--- src/crpo_pkg.sv ---
// Package: widths, register indexes, mode and status codes, and circle geometry type.
`default_nettype none
package crpo_pkg;

  localparam int MAX_DIM    = 4096;
  localparam int COORD_W    = 13;
  localparam int DIM_W      = 12;
  localparam int TH_W       = 12;
  localparam int CS_W       = 7;
  localparam int SIZE_W     = 24;
  localparam int COLOR_W    = 8;
  localparam int STAT_W     = 3;
  localparam int CFG_IDX_W  = 3;
  localparam int CFG_DATA_W = 24;
  localparam int GEO_W      = 16;
  localparam int SQ_W       = 27;
  localparam int RGB_W      = 3 * COLOR_W;

  localparam logic [1:0] MODE_NONE   = 2'd0;
  localparam logic [1:0] MODE_CENTER = 2'd1;
  localparam logic [1:0] MODE_SQUARE = 2'd2;

  localparam logic [CFG_IDX_W-1:0] REG_DRAW_MODE = 3'd0;
  localparam logic [CFG_IDX_W-1:0] REG_POINT_AX  = 3'd1;
  localparam logic [CFG_IDX_W-1:0] REG_POINT_AY  = 3'd2;
  localparam logic [CFG_IDX_W-1:0] REG_POINT_BX  = 3'd3;
  localparam logic [CFG_IDX_W-1:0] REG_POINT_BY  = 3'd4;
  localparam logic [CFG_IDX_W-1:0] REG_THICKNESS = 3'd5;
  localparam logic [CFG_IDX_W-1:0] REG_COLOR_SEL = 3'd6;
  localparam logic [CFG_IDX_W-1:0] REG_IMG_SIZE  = 3'd7;

  localparam logic [STAT_W-1:0] ST_OK        = 3'd0;
  localparam logic [STAT_W-1:0] ST_MISORDER  = 3'd1;
  localparam logic [STAT_W-1:0] ST_NOTSQUARE = 3'd2;
  localparam logic [STAT_W-1:0] ST_BADARG    = 3'd3;
  localparam logic [STAT_W-1:0] ST_NOFIT     = 3'd4;

  typedef struct packed {
    logic signed [GEO_W-1:0] a;
    logic signed [GEO_W-1:0] b;
    logic signed [GEO_W-1:0] big;
    logic [DIM_W:0]          w;
    logic [DIM_W:0]          h;
    logic [STAT_W-1:0]       status;
    logic [SQ_W-1:0]         r2;
    logic [SQ_W-1:0]         big2;
    logic [RGB_W-1:0]        line_rgb;
    logic [RGB_W-1:0]        fill_rgb;
    logic                    fill_en;
  } geom_t;

endpackage
`default_nettype wire

--- src/crpo_if.sv ---
// Interfaces: pixel input channel and overlay result channel.
`default_nettype none
interface crpo_pix_in_if;
  logic        valid;
  logic        ready;
  logic [11:0] pixel_x;
  logic [11:0] pixel_y;
  logic [7:0]  in_red;
  logic [7:0]  in_green;
  logic [7:0]  in_blue;

  modport source (output valid, pixel_x, pixel_y, in_red, in_green, in_blue, input ready);
  modport sink   (input valid, pixel_x, pixel_y, in_red, in_green, in_blue, output ready);
endinterface

interface crpo_pix_out_if;
  logic       valid;
  logic       ready;
  logic [7:0] out_red;
  logic [7:0] out_green;
  logic [7:0] out_blue;
  logic [2:0] draw_status;

  modport source (output valid, out_red, out_green, out_blue, draw_status, input ready);
  modport sink   (input valid, out_red, out_green, out_blue, draw_status, output ready);
endinterface
`default_nettype wire

--- src/crpo_geom.sv ---
// Configuration registers and two-stage derivation of circle center, radii and status.
`default_nettype none
module crpo_geom (
  input  wire logic                             clk,
  input  wire logic                             rst_n,
  input  wire logic                             cfg_we,
  input  wire logic [crpo_pkg::CFG_IDX_W-1:0]   cfg_index,
  input  wire logic [crpo_pkg::CFG_DATA_W-1:0]  cfg_data,
  output crpo_pkg::geom_t                       geom
);
  import crpo_pkg::*;

  logic [1:0]         mode_r;
  logic [COORD_W-1:0] pax_r, pay_r, pbx_r, pby_r;
  logic [TH_W-1:0]    thick_r;
  logic [CS_W-1:0]    csel_r;
  logic [SIZE_W-1:0]  size_r;

  always_ff @(posedge clk) begin
    if (!rst_n) begin
      mode_r  <= MODE_NONE;
      pax_r   <= '0;
      pay_r   <= '0;
      pbx_r   <= '0;
      pby_r   <= '0;
      thick_r <= TH_W'(1);
      csel_r  <= '0;
      size_r  <= '0;
    end else if (cfg_we) begin
      unique case (cfg_index)
        REG_DRAW_MODE: mode_r  <= cfg_data[1:0];
        REG_POINT_AX:  pax_r   <= cfg_data[COORD_W-1:0];
        REG_POINT_AY:  pay_r   <= cfg_data[COORD_W-1:0];
        REG_POINT_BX:  pbx_r   <= cfg_data[COORD_W-1:0];
        REG_POINT_BY:  pby_r   <= cfg_data[COORD_W-1:0];
        REG_THICKNESS: thick_r <= cfg_data[TH_W-1:0];
        REG_COLOR_SEL: csel_r  <= cfg_data[CS_W-1:0];
        REG_IMG_SIZE:  size_r  <= cfg_data[SIZE_W-1:0];
        default: ;
      endcase
    end
  end

  // first derivation stage: center, inner and outer radius, mode status
  logic signed [GEO_W-1:0] x1, y1, x2, y2, thick, diff_x, diff_y;
  logic signed [GEO_W-1:0] a_nxt, b_nxt, r_nxt, big_nxt;
  logic [STAT_W-1:0]       pre_nxt;

  always_comb begin
    x1      = GEO_W'($signed(pax_r));
    y1      = GEO_W'($signed(pay_r));
    x2      = GEO_W'($signed(pbx_r));
    y2      = GEO_W'($signed(pby_r));
    thick   = $signed({{(GEO_W-TH_W){1'b0}}, thick_r});
    diff_x  = x2 - x1;
    diff_y  = y1 - y2;
    a_nxt   = '0;
    b_nxt   = '0;
    r_nxt   = '0;
    big_nxt = '0;
    pre_nxt = ST_OK;
    priority if (mode_r == MODE_CENTER) begin
      r_nxt   = x2;
      big_nxt = x2 + thick;
      a_nxt   = x1;
      b_nxt   = y1;
    end else if (mode_r == MODE_SQUARE && (pax_r | pay_r | pbx_r | pby_r) != '0) begin
      priority if (x2 < x1 || y2 > y1) begin
        pre_nxt = ST_MISORDER;
      end else if (diff_x != diff_y) begin
        pre_nxt = ST_NOTSQUARE;
      end else begin
        r_nxt   = diff_x >>> 1;  // side is nonnegative here
        big_nxt = (diff_x >>> 1) + thick;
        a_nxt   = x1 + (diff_x >>> 1);
        b_nxt   = y1 - (diff_x >>> 1);
      end
    end else begin
      pre_nxt = ST_BADARG;
    end
  end

  logic signed [GEO_W-1:0] a_r, b_r, r_r, big_r;
  logic [STAT_W-1:0]       pre_r;

  always_ff @(posedge clk) begin
    if (!rst_n) begin
      a_r   <= '0;
      b_r   <= '0;
      r_r   <= '0;
      big_r <= '0;
      pre_r <= ST_BADARG;
    end else begin
      a_r   <= a_nxt;
      b_r   <= b_nxt;
      r_r   <= r_nxt;
      big_r <= big_nxt;
      pre_r <= pre_nxt;
    end
  end

  logic [DIM_W:0] w_c, h_c;
  assign w_c = ({1'b0, size_r[DIM_W-1:0]} > (DIM_W+1)'(MAX_DIM)) ?
               (DIM_W+1)'(MAX_DIM) : {1'b0, size_r[DIM_W-1:0]};
  assign h_c = ({1'b0, size_r[2*DIM_W-1:DIM_W]} > (DIM_W+1)'(MAX_DIM)) ?
               (DIM_W+1)'(MAX_DIM) : {1'b0, size_r[2*DIM_W-1:DIM_W]};

  // second stage: fit check and squared radii
  logic signed [GEO_W-1:0]   w_s, h_s;
  logic signed [2*GEO_W-1:0] r_prod, big_prod;
  logic [STAT_W-1:0]         status_nxt;

  always_comb begin
    w_s      = $signed({{(GEO_W-DIM_W-1){1'b0}}, w_c});
    h_s      = $signed({{(GEO_W-DIM_W-1){1'b0}}, h_c});
    r_prod   = r_r * r_r;
    big_prod = big_r * big_r;
    status_nxt = pre_r;
    if (pre_r == ST_OK &&
        (a_r < big_r || b_r < big_r || b_r + big_r > h_s || a_r + big_r > w_s))
      status_nxt = ST_NOFIT;
  end

  logic [STAT_W-1:0] status_r;
  logic [SQ_W-1:0]   r2_r, big2_r;

  always_ff @(posedge clk) begin
    if (!rst_n) begin
      status_r <= ST_BADARG;
      r2_r     <= '0;
      big2_r   <= '0;
    end else begin
      status_r <= status_nxt;
      r2_r     <= r_prod[SQ_W-1:0];
      big2_r   <= big_prod[SQ_W-1:0];
    end
  end

  always_comb begin
    geom.a        = a_r;
    geom.b        = b_r;
    geom.big      = big_r;
    geom.w        = w_c;
    geom.h        = h_c;
    geom.status   = status_r;
    geom.r2       = r2_r;
    geom.big2     = big2_r;
    geom.line_rgb = {{COLOR_W{csel_r[0]}}, {COLOR_W{csel_r[1]}}, {COLOR_W{csel_r[2]}}};
    geom.fill_rgb = {{COLOR_W{csel_r[3]}}, {COLOR_W{csel_r[4]}}, {COLOR_W{csel_r[5]}}};
    geom.fill_en  = csel_r[6];
  end

endmodule
`default_nettype wire

--- src/circle_ring_pixel_overlay.sv ---
// Circle ring pixel overlay: four-stage pixel pipeline with per-stage valid and ready.
// A word accepted at the input passes through stage registers 1 to 4; stage 4 is the output register.
// One word per cycle while the output accepts; each stage holds one word and advances when the next
// stage is free, so bubbles are squeezed out while the output stalls.
// Reset (synchronous, rst_n low): registers to defaults, thickness one, pipeline empty.
// Derived circle values follow a register write through the center and radius registers, then status and squared radii.
`default_nettype none
module circle_ring_pixel_overlay (
  input  wire logic                             clk,
  input  wire logic                             rst_n,
  input  wire logic                             cfg_we,
  input  wire logic [crpo_pkg::CFG_IDX_W-1:0]   cfg_index,
  input  wire logic [crpo_pkg::CFG_DATA_W-1:0]  cfg_data,
  crpo_pix_in_if.sink                           in_ch,
  crpo_pix_out_if.source                        out_ch
);
  import crpo_pkg::*;

  geom_t geom;

  crpo_geom u_geom (
    .clk       (clk),
    .rst_n     (rst_n),
    .cfg_we    (cfg_we),
    .cfg_index (cfg_index),
    .cfg_data  (cfg_data),
    .geom      (geom)
  );

  logic v1_r, v2_r, v3_r, v4_r;
  logic rdy1, rdy2, rdy3, rdy4;

  assign rdy4 = !v4_r || out_ch.ready;
  assign rdy3 = !v3_r || rdy4;
  assign rdy2 = !v2_r || rdy3;
  assign rdy1 = !v1_r || rdy2;
  assign in_ch.ready = rdy1;

  // stage 1: capture
  logic [DIM_W-1:0] px1_r, py1_r;
  logic [RGB_W-1:0] rgb1_r;

  always_ff @(posedge clk) begin
    if (!rst_n) v1_r <= 1'b0;
    else if (rdy1) v1_r <= in_ch.valid;
  end

  always_ff @(posedge clk) begin
    if (rdy1 && in_ch.valid) begin
      px1_r  <= in_ch.pixel_x;
      py1_r  <= in_ch.pixel_y;
      rgb1_r <= {in_ch.in_red, in_ch.in_green, in_ch.in_blue};
    end
  end

  // stage 2: offsets from center, image and bounding box check
  logic signed [GEO_W-1:0] dx_nxt, dy_nxt;
  logic                    cand_nxt;

  always_comb begin
    dx_nxt   = $signed({{(GEO_W-DIM_W){1'b0}}, px1_r}) - geom.a;
    dy_nxt   = $signed({{(GEO_W-DIM_W){1'b0}}, py1_r}) - geom.b;
    cand_nxt = ({1'b0, px1_r} < geom.w) && ({1'b0, py1_r} < geom.h) &&
               (dx_nxt <= geom.big) && (dx_nxt >= -geom.big) &&
               (dy_nxt <= geom.big) && (dy_nxt >= -geom.big);
  end

  logic signed [GEO_W-1:0] dx2_r, dy2_r;
  logic                    cand2_r;
  logic [RGB_W-1:0]        rgb2_r;

  always_ff @(posedge clk) begin
    if (!rst_n) v2_r <= 1'b0;
    else if (rdy2) v2_r <= v1_r;
  end

  always_ff @(posedge clk) begin
    if (rdy2 && v1_r) begin
      dx2_r   <= dx_nxt;
      dy2_r   <= dy_nxt;
      cand2_r <= cand_nxt;
      rgb2_r  <= rgb1_r;
    end
  end

  // stage 3: squares
  logic signed [2*GEO_W-1:0] sqx, sqy;
  assign sqx = dx2_r * dx2_r;
  assign sqy = dy2_r * dy2_r;

  logic [SQ_W-1:0]   sqx3_r, sqy3_r;
  logic              hit3_r;
  logic [RGB_W-1:0]  rgb3_r;
  logic [STAT_W-1:0] stat3_r;

  always_ff @(posedge clk) begin
    if (!rst_n) v3_r <= 1'b0;
    else if (rdy3) v3_r <= v2_r;
  end

  always_ff @(posedge clk) begin
    if (rdy3 && v2_r) begin
      sqx3_r  <= sqx[SQ_W-1:0];
      sqy3_r  <= sqy[SQ_W-1:0];
      hit3_r  <= cand2_r && (geom.status == ST_OK);
      rgb3_r  <= rgb2_r;
      stat3_r <= geom.status;
    end
  end

  // stage 4: ring and fill decision into the output register
  logic [SQ_W-1:0]  d2;
  logic [RGB_W-1:0] rgb_nxt;

  always_comb begin
    d2 = sqx3_r + sqy3_r;  // both below 2**26 for a candidate pixel
    priority if (hit3_r && d2 < geom.big2 && d2 >= geom.r2)
      rgb_nxt = geom.line_rgb;
    else if (hit3_r && geom.fill_en && d2 < geom.r2)
      rgb_nxt = geom.fill_rgb;
    else
      rgb_nxt = rgb3_r;
  end

  logic [RGB_W-1:0]  rgb4_r;
  logic [STAT_W-1:0] stat4_r;

  always_ff @(posedge clk) begin
    if (!rst_n) v4_r <= 1'b0;
    else if (rdy4) v4_r <= v3_r;
  end

  always_ff @(posedge clk) begin
    if (rdy4 && v3_r) begin
      rgb4_r  <= rgb_nxt;
      stat4_r <= stat3_r;
    end
  end

  assign out_ch.valid       = v4_r;
  assign out_ch.out_red     = rgb4_r[3*COLOR_W-1:2*COLOR_W];
  assign out_ch.out_green   = rgb4_r[2*COLOR_W-1:COLOR_W];
  assign out_ch.out_blue    = rgb4_r[COLOR_W-1:0];
  assign out_ch.draw_status = stat4_r;

endmodule
`default_nettype wire

--- src/flat_wrapper.sv ---
// flat-port wrapper written by rule: the top's interface ports become plain ports
module circle_ring_pixel_overlay_flat import crpo_pkg::*;
  (clk, rst_n, cfg_we, cfg_index, cfg_data, in_ch_valid, in_ch_pixel_x, in_ch_pixel_y, in_ch_in_red, in_ch_in_green, in_ch_in_blue, in_ch_ready, out_ch_valid, out_ch_out_red, out_ch_out_green, out_ch_out_blue, out_ch_draw_status, out_ch_ready);
  crpo_pix_in_if in_ch_i ();
  crpo_pix_out_if out_ch_i ();
  input  wire logic clk;
  input  wire logic rst_n;
  input  wire logic cfg_we;
  input  wire logic [crpo_pkg::CFG_IDX_W-1:0] cfg_index;
  input  wire logic [crpo_pkg::CFG_DATA_W-1:0] cfg_data;
  input wire logic [$bits(in_ch_i.valid)-1:0] in_ch_valid;
  input wire logic [$bits(in_ch_i.pixel_x)-1:0] in_ch_pixel_x;
  input wire logic [$bits(in_ch_i.pixel_y)-1:0] in_ch_pixel_y;
  input wire logic [$bits(in_ch_i.in_red)-1:0] in_ch_in_red;
  input wire logic [$bits(in_ch_i.in_green)-1:0] in_ch_in_green;
  input wire logic [$bits(in_ch_i.in_blue)-1:0] in_ch_in_blue;
  output wire logic [$bits(in_ch_i.ready)-1:0] in_ch_ready;
  output wire logic [$bits(out_ch_i.valid)-1:0] out_ch_valid;
  output wire logic [$bits(out_ch_i.out_red)-1:0] out_ch_out_red;
  output wire logic [$bits(out_ch_i.out_green)-1:0] out_ch_out_green;
  output wire logic [$bits(out_ch_i.out_blue)-1:0] out_ch_out_blue;
  output wire logic [$bits(out_ch_i.draw_status)-1:0] out_ch_draw_status;
  input wire logic [$bits(out_ch_i.ready)-1:0] out_ch_ready;
  assign in_ch_i.valid = in_ch_valid;
  assign in_ch_i.pixel_x = in_ch_pixel_x;
  assign in_ch_i.pixel_y = in_ch_pixel_y;
  assign in_ch_i.in_red = in_ch_in_red;
  assign in_ch_i.in_green = in_ch_in_green;
  assign in_ch_i.in_blue = in_ch_in_blue;
  assign in_ch_ready = in_ch_i.ready;
  assign out_ch_valid = out_ch_i.valid;
  assign out_ch_out_red = out_ch_i.out_red;
  assign out_ch_out_green = out_ch_i.out_green;
  assign out_ch_out_blue = out_ch_i.out_blue;
  assign out_ch_draw_status = out_ch_i.draw_status;
  assign out_ch_i.ready = out_ch_ready;
  circle_ring_pixel_overlay u_core (.clk(clk), .rst_n(rst_n), .cfg_we(cfg_we), .cfg_index(cfg_index), .cfg_data(cfg_data), .in_ch(in_ch_i), .out_ch(out_ch_i));
endmodule
--- config.mk ---
export PLATFORM = sky130hd
export DESIGN_NAME = circle_ring_pixel_overlay_flat
export DESIGN_NICKNAME = d
export VERILOG_FILES = /design/src/crpo_pkg.sv /design/src/crpo_if.sv /design/src/crpo_geom.sv /design/src/circle_ring_pixel_overlay.sv /design/src/flat_wrapper.sv
export SDC_FILE = /design/constraint.sdc
export NUM_CORES = 2
export LEC_CHECK = 0
export ABC_AREA = 1
export BUFFER_PORTS_ARGS = -buffer_cell sky130_fd_sc_hd__buf_2
export CORE_MARGIN = 5
export CORE_UTILIZATION = 35
export DETAILED_ROUTE_END_ITERATION = 6
export PLACE_DENSITY_LB_ADDON = 0.2
export RECOVER_POWER = 100
export SLEW_MARGIN = 5
export SYNTH_ARGS = -nofsm -noshare
export SYNTH_HDL_FRONTEND = slang
export SYNTH_HIERARCHICAL = 1
export SYNTH_SLANG_ARGS = --single-unit
--- constraint.sdc ---
create_clock -name clk -period 5.6 [get_ports clk]
set_input_delay 0 -clock clk [delete_from_list [all_inputs] [get_ports clk]]
set_output_delay 0 -clock clk [all_outputs]
set_load 0.01 [all_outputs]
### Yosys cells after proc, flatten, opt, wreduce, memory -nomap -nowiden

Index checks and enable logic that the tools add are counted.

| word-level totals | value |
|---|---|
| bits in registers | 439 |
| word-level logic and storage cells | 149 |

| operators by class | value |
|---|---|
| add/sub/neg operators | 12 |
| multiply operators | 4 |
| $lt $le $gt $ge | 17 |
| eq/ne operators | 10 |
| mux-type cells | 25 |
| bitwise operators | 5 |
| reduce and logical (&&, ||, !) cells | 41 |

Operators by type and width:

| kind | number |
|---|---|
| $mux 16 | 16 |
| $mul 16x16->27 | 4 |
| $lt 27x27->1 | 2 |
| $mux 24 | 2 |
| $add 13x13->14 | 3 |
| $sub 13x13->14 | 3 |
| $or 13x13->13 | 3 |
| $add 16x16->16 | 2 |
| $ge 16x16->1 | 2 |
| $gt 16x14->1 | 2 |
| $le 16x16->1 | 2 |
| $lt 16x16->1 | 2 |
| $sub 13x16->16 | 2 |
| $add 27x27->27 | 1 |
| $ge 27x27->1 | 1 |
| $gt 12x13->1 const B | 2 |
| $lt 12x13->1 | 2 |
| $mux 13 | 2 |
| $logic_and 1x1->1 | 16 |
| $neg 16->16 | 1 |
| $reduce_and 2->1 | 8 |
| $ne 14x14->1 | 1 |
| $gt 13x13->1 | 1 |
| $lt 13x13->1 | 1 |
| 13 further kinds | 33 |

### Depth between registers and ports, before layout

| depth | value |
|---|---|
| word-level depth | 8 |
| depth in mapped cells | 29 |

### Modules after synthesis

Netlist, hierarchy kept.

Modules (own cells, without submodules):

| module | instances | cells each | area an instance (um^2) | sequential area each (um^2) |
|---|---|---|---|---|
| circle_ring_pixel_overlay | 1 | 3527 | 30067.6 | 6446.2 |
| crpo_geom | 1 | 3761 | 28603.7 | 4184.0 |

### Worst setup path before layout

OpenSTA, ideal clock, no wires.

| timing path | value |
|---|---|
| kind | register to register |
| start point | reg u_core.u_geom.r_r[14] |
| end point | reg u_core.u_geom.r2_r[25] |
| setup time | 0.070 ns |
| arrival | 5.753 ns |
| path slack | -0.222 ns |
| stages on the path, launching flop included | 26 |
| path buffers | 2 |
| period minus slack after synthesis | 5.822 ns |
| cell sequence | dfxtp_1 -> clkbuf_1 -> clkbuf_1 -> nand2_1 -> inv_1 -> fa_1 -> inv_1 -> fa_1 -> inv_1 -> fa_1 -> fa_1 -> fa_1 -> inv_1 -> fa_1 -> inv_1 -> ha_1 -> nand2_1 -> nor4_1 -> nand4_1 -> nand3_1 -> nand2_1 -> inv_1 -> nor2_1 -> o21bai_1 -> o21ai_0 -> a21oi_1 |

| between the ends | value |
|---|---|
| word-level cells in the longest chain between the ends | 1 |

Ends and longest elaborated chain:

| element | line | text |
|---|---|---|
| start: declaration | crpo_geom.sv:83 | `logic signed [GEO_W-1:0] a_r, b_r, r_r, big_r;` |
| start signal: assignment | crpo_geom.sv:96 | `r_r <= r_nxt;` |
| $mul 16x16->27 | crpo_geom.sv:116 | `r_prod = r_r * r_r;` |
| end signal: assignment | crpo_geom.sv:134 | `r2_r <= r_prod[SQ_W-1:0];` |
| end: declaration | crpo_geom.sv:125 | `logic [SQ_W-1:0] r2_r, big2_r;` |

No other way between the ends.
A chain may end at the register's enable or synchronous reset.

### Worst setup path in the final report

| timing path | value |
|---|---|
| start point | reg u_core.u_geom.r_r[14] |
| end point | reg u_core.u_geom.r2_r[26] |

Same word-level chain as after synthesis.

==> impl_metrics.xml <==
<?xml version="1.0" encoding="UTF-8"?>
<metrics>
  <group name="floorplanning">
    <metric name="initial_utilization" unit="%">35.2</metric>
    <metric name="core.rowCount" unit="">150</metric>
    <metric name="dieWidth" unit="um">419</metric>
    <metric name="fp.coreArea" unit="mm^2">0.167</metric>
    <metric name="fp.dieH" unit="um">419</metric>
    <metric name="floorplan.die_area" unit="mm^2">0.176</metric>
    <metric name="number_of_placed_i_o_pins" unit="">109</metric>
  </group>
  <group name="timing">
    <metric name="final-max-slew-violation-count" unit="">281</metric>
    <metric name="achievable-frequency" unit="MHz">176</metric>
    <metric name="finalCriticalPeriod" unit="ns">5.68</metric>
    <metric name="timing_hold_violations_final" unit="">0</metric>
    <metric name="final.period_utilization" unit="%">101</metric>
    <metric name="worst_clock_skew" unit="ns">0.0546</metric>
    <metric name="setup_violation_total_in_the_final_timing_report" unit="">4</metric>
    <metric name="grt_setup_unrepaired" unit="">yes</metric>
    <metric name="finalWorstSetupSlack" unit="ns">-0.0808</metric>
    <metric name="max_slew_margin" unit="%">-150</metric>
    <metric name="setup_tns" unit="ns">-0.181</metric>
    <metric name="tightestPinTransition" unit="ns">3.75</metric>
    <metric name="timing.hold.ws" unit="ns">0.0619</metric>
  </group>
  <group name="layout">
    <metric name="seqCellArea" unit="mm^2">0.0107</metric>
    <metric name="fin_nets" unit="">9523</metric>
    <metric name="final_cell_area" unit="mm^2">0.0719</metric>
    <metric name="area_growth" unit="%">22.5</metric>
    <metric name="drive_above_1_share" unit="%">17.9</metric>
    <metric name="multi_input_comb_area" unit="mm^2">0.0424</metric>
    <metric name="insertedDiodeCount" unit="">0</metric>
    <metric name="layout.filler_cells" unit="">16700</metric>
  </group>
  <group name="status">
    <metric name="failed_checks" unit="">capacitance limit, slew limit, setup timing</metric>
    <metric name="run_status" unit="">finished with violations</metric>
  </group>
  <group name="detailed_routing">
    <metric name="drt_first_pass_iters" unit="">6</metric>
    <metric name="average_routed_wire_per_standard_cell" unit="um">17.0</metric>
    <metric name="antenna_violating_nets_post_route" unit="">0</metric>
    <metric name="drt_iter0_drc" unit="">2596</metric>
    <metric name="overall_routed_net_length" unit="um">174000</metric>
    <metric name="drc" unit="">0</metric>
    <metric name="routed-via-count" unit="">48300</metric>
    <metric name="viasPerCell" unit="">4.71</metric>
  </group>
  <group name="synth">
    <metric name="ys_dominant_reg_cell" unit="">sky130_fd_sc_hd__dfxtp_1</metric>
    <metric name="synthDominantCellAreaShare" unit="%">25.9</metric>
    <metric name="synth.ff_latch_count" unit="">425</metric>
    <metric name="ys_seq_area_share" unit="%">18.1</metric>
    <metric name="synth.area.top_cells" unit="">sky130_fd_sc_hd__fa_1 26%, sky130_fd_sc_hd__ha_1 14%, sky130_fd_sc_hd__inv_1 12%</metric>
    <metric name="post_synthesis_cells" unit="">7288</metric>
    <metric name="top_cells_by_count_synth" unit="">1846 x sky130_fd_sc_hd__inv_1, 1337 x sky130_fd_sc_hd__nand2_1, 759 x sky130_fd_sc_hd__fa_1, 671 x sky130_fd_sc_hd__ha_1, 461 x sky130_fd_sc_hd__a21oi_1</metric>
    <metric name="synth.yosys.warnings" unit="">6</metric>
    <metric name="post_synth.cell_area_avg" unit="um^2">8.05</metric>
    <metric name="synth_area_leader_cell" unit="">sky130_fd_sc_hd__fa_1</metric>
    <metric name="synth_enable_flop_cells" unit="">212</metric>
    <metric name="most_common_cell_in_the_synthesized_netlist" unit="">sky130_fd_sc_hd__inv_1</metric>
    <metric name="synthDistinctLibCells" unit="">59</metric>
    <metric name="ffs_w_async_s_r_synth" unit="%">0</metric>
    <metric name="mappedNetlistArea" unit="mm^2">0.0587</metric>
  </group>
  <group name="global_route">
    <metric name="first_global_vias" unit="">49900</metric>
    <metric name="pin_count_of_the_biggest_net_entering_global_routing" unit="">79</metric>
    <metric name="number_of_antenna_violations_at_the_first_check_in_global_routing" unit="">7</metric>
    <metric name="grt.total_usage" unit="%">19.5</metric>
    <metric name="grt_overflow_total" unit="">0</metric>
    <metric name="grt_pass1_wl" unit="um">271000</metric>
  </group>
  <group name="critical_path">
    <metric name="critical_path.startpoint_type" unit="">flop</metric>
    <metric name="worst_setup_path_startpoint" unit="">u_core/u_geom/r_r[14]</metric>
    <metric name="r2r_start" unit="">u_core/u_geom/r_r[14]</metric>
    <metric name="worstSetupPathType" unit="">reg2reg</metric>
    <metric name="worst_ep_required_time" unit="ns">6.13</metric>
    <metric name="timing.critical_path.to_type" unit="">flop</metric>
    <metric name="worst-endpoint-arrival" unit="ns">6.21</metric>
    <metric name="timing.critical_path.fanout_max" unit="">7</metric>
  </group>
  <group name="run">
    <metric name="max_cap_violations" unit="">6</metric>
  </group>
  <group name="clock_tree">
    <metric name="tritoncts" unit="">yes</metric>
    <metric name="cts_inserted_buffers" unit="">53</metric>
    <metric name="cts_root_buffer" unit="">sky130_fd_sc_hd__clkbuf_16</metric>
    <metric name="clockBufferDepth" unit="">3</metric>
    <metric name="cts.clk_slew.worst_paths" unit="ns">0.06</metric>
    <metric name="htreeDepth" unit="">2</metric>
    <metric name="cts.sinks" unit="">425</metric>
    <metric name="clock_latency" unit="ns">0.66</metric>
  </group>
  <group name="place">
    <metric name="gp_routability_congestion" unit="">0.920</metric>
    <metric name="postPlaceCellArea" unit="mm^2">0.0655</metric>
    <metric name="hpwl" unit="um">143000</metric>
    <metric name="number_of_buffers_added_on_ports" unit="">108</metric>
  </group>
  <group name="hold_path">
    <metric name="hold_path_startpoint" unit="">in_ch_in_blue[4]</metric>
    <metric name="hold_path_class" unit="">in2reg</metric>
  </group>
  <group name="power">
    <metric name="vdd_drop_max" unit="uV">1300</metric>
    <metric name="cellLeakagePower" unit="uW">0.0371</metric>
    <metric name="power_per_cell_area" unit="mW/mm^2">652</metric>
  </group>
</metrics>
path summary, 6_finish.rpt:
| kind | slack [ns] | to | cells after the start |
|---|---|---|---|
| max | -0.08 | u_core/u_geom/r2_r[26] | 24 |
| min | 0.06 | u_core/rgb1_r[4] | 2 |
| max reg2reg | -0.08 | u_core/u_geom/r2_r[26] | 24 |
| min reg2reg | 0.41 | u_core/out_ch.draw_status[1] | 0 |
state kept, by name (all words and copies together), names as in the netlist, 14 cells and up:
name                  flops
u_core/rgb3_r            24
u_core/u_geom/size_r     24
u_core/u_geom/b_r        14
u_core/u_geom/big_r      14
u_core/rgb1_r            24
u_core/sqy3_r            26
u_core/dx2_r             16
u_core/rgb2_r            24
u_core/u_geom/a_r        14
u_core/u_geom/big2_r     26
u_core/rgb4_r            24
u_core/dy2_r             16
u_core/sqx3_r            26
u_core/u_geom/r2_r       26
final cells by class:
type                       instances  area share [%]
clock buffer                      69            2.03
clock inverter                    31           0.533
inverter                        1855            9.75
multi-input combinational       4804            59.0
sequential                       425            14.9
tap                             2204            3.84
timing repair buffer             874            9.98
cell families after synthesis:
logic type	Yosys count	synth area share (%)
buffers and inverters	2062	13.6
flip-flops	425	18.1
adder cells (fa/ha/maj)	1430	40.2
other	1	0.00639
AO/OA/AOI/OAI	912	8.54
AND/OR/NAND/NOR	2225	16.0
XOR/XNOR	233	3.49
cell usage in the layout (no fill, tap or decap), types with 113 or more instances in the layout:
| master | count |
|---|---|
| sky130_fd_sc_hd__o21ai_0 | 248 |
| sky130_fd_sc_hd__inv_1 | 1727 |
| sky130_fd_sc_hd__a21oi_1 | 406 |
| sky130_fd_sc_hd__xor2_1 | 146 |
| sky130_fd_sc_hd__dfxtp_1 | 192 |
| sky130_fd_sc_hd__fa_1 | 719 |
| sky130_fd_sc_hd__edfxtp_1 | 212 |
| sky130_fd_sc_hd__nand3_1 | 206 |
| sky130_fd_sc_hd__nor2_1 | 349 |
| sky130_fd_sc_hd__inv_2 | 113 |
| sky130_fd_sc_hd__buf_4 | 563 |
| sky130_fd_sc_hd__nand2_1 | 1224 |
| sky130_fd_sc_hd__ha_1 | 618 |
report_power, final:
group / internal [uW] / leakage (uW) / switching, uW
clock network: 2100 / 0.000883 / 1520
registers: 4420 / 0.00372 / 187
logic: 17000 / 0.0325 / 21600
critical path, stage by stage, from the launching register on:
cell and delay (ns):
sky130_fd_sc_hd__dfxtp_4 0.36, sky130_fd_sc_hd__buf_12 0.15, sky130_fd_sc_hd__nand2_8 0.06, sky130_fd_sc_hd__inv_4 0.03, sky130_fd_sc_hd__fa_1 0.56, sky130_fd_sc_hd__inv_2 0.05
sky130_fd_sc_hd__fa_2 0.58, sky130_fd_sc_hd__inv_4 0.06, sky130_fd_sc_hd__fa_1 0.53, sky130_fd_sc_hd__fa_1 0.44, sky130_fd_sc_hd__fa_1 0.53, sky130_fd_sc_hd__inv_2 0.04
sky130_fd_sc_hd__fa_1 0.51, sky130_fd_sc_hd__inv_2 0.05, sky130_fd_sc_hd__ha_4 0.25, sky130_fd_sc_hd__buf_4 0.14, sky130_fd_sc_hd__buf_4 0.13, sky130_fd_sc_hd__a21oi_4 0.14
sky130_fd_sc_hd__o21ai_2 0.08, sky130_fd_sc_hd__a21oi_2 0.18, sky130_fd_sc_hd__nand3_4 0.14, sky130_fd_sc_hd__a211oi_2 0.30, sky130_fd_sc_hd__nand3_1 0.11, sky130_fd_sc_hd__nand2_1 0.06
sky130_fd_sc_hd__nor2_1 0.05
timing repair:
| action | in CTS | in global routing |
|---|---|---|
| setup buffers | 19 | 101 |
| hold buffers | 94 | 0 |
| endpoints found under the hold margin | 162 | 0 |
| pin swaps | 58 | 353 |
| cloned | 1 | 3 |
| gates resized for setup | 134 | 625 |
| setup endpoints to repair | 37 | 60 |
routing by layer:
layer,global-route usage (%),part of all wire (%),up-vias
met5,0,0,-
met4,4.33,2.5,0
met3,1.76,3.7,196
met2,34.4,49,849
met1,26.0,45,23400
li1,-,-,23900
per-stage QoR:
stage                     total power [uW]  std cells  util (%)  setup slack, ns
after global routing                 50400      10300      43.1           -0.321
final                                46800      10300      43.1          -0.0808
after global placement               31800       9944      39.2           -0.440
after floorplan                      21200       7291         -          -0.0286
after detailed placement             31700       9944      39.2           -0.428
after CTS                            38200      10200      41.3          -0.0272
Power figures use the tool's default switching activity.
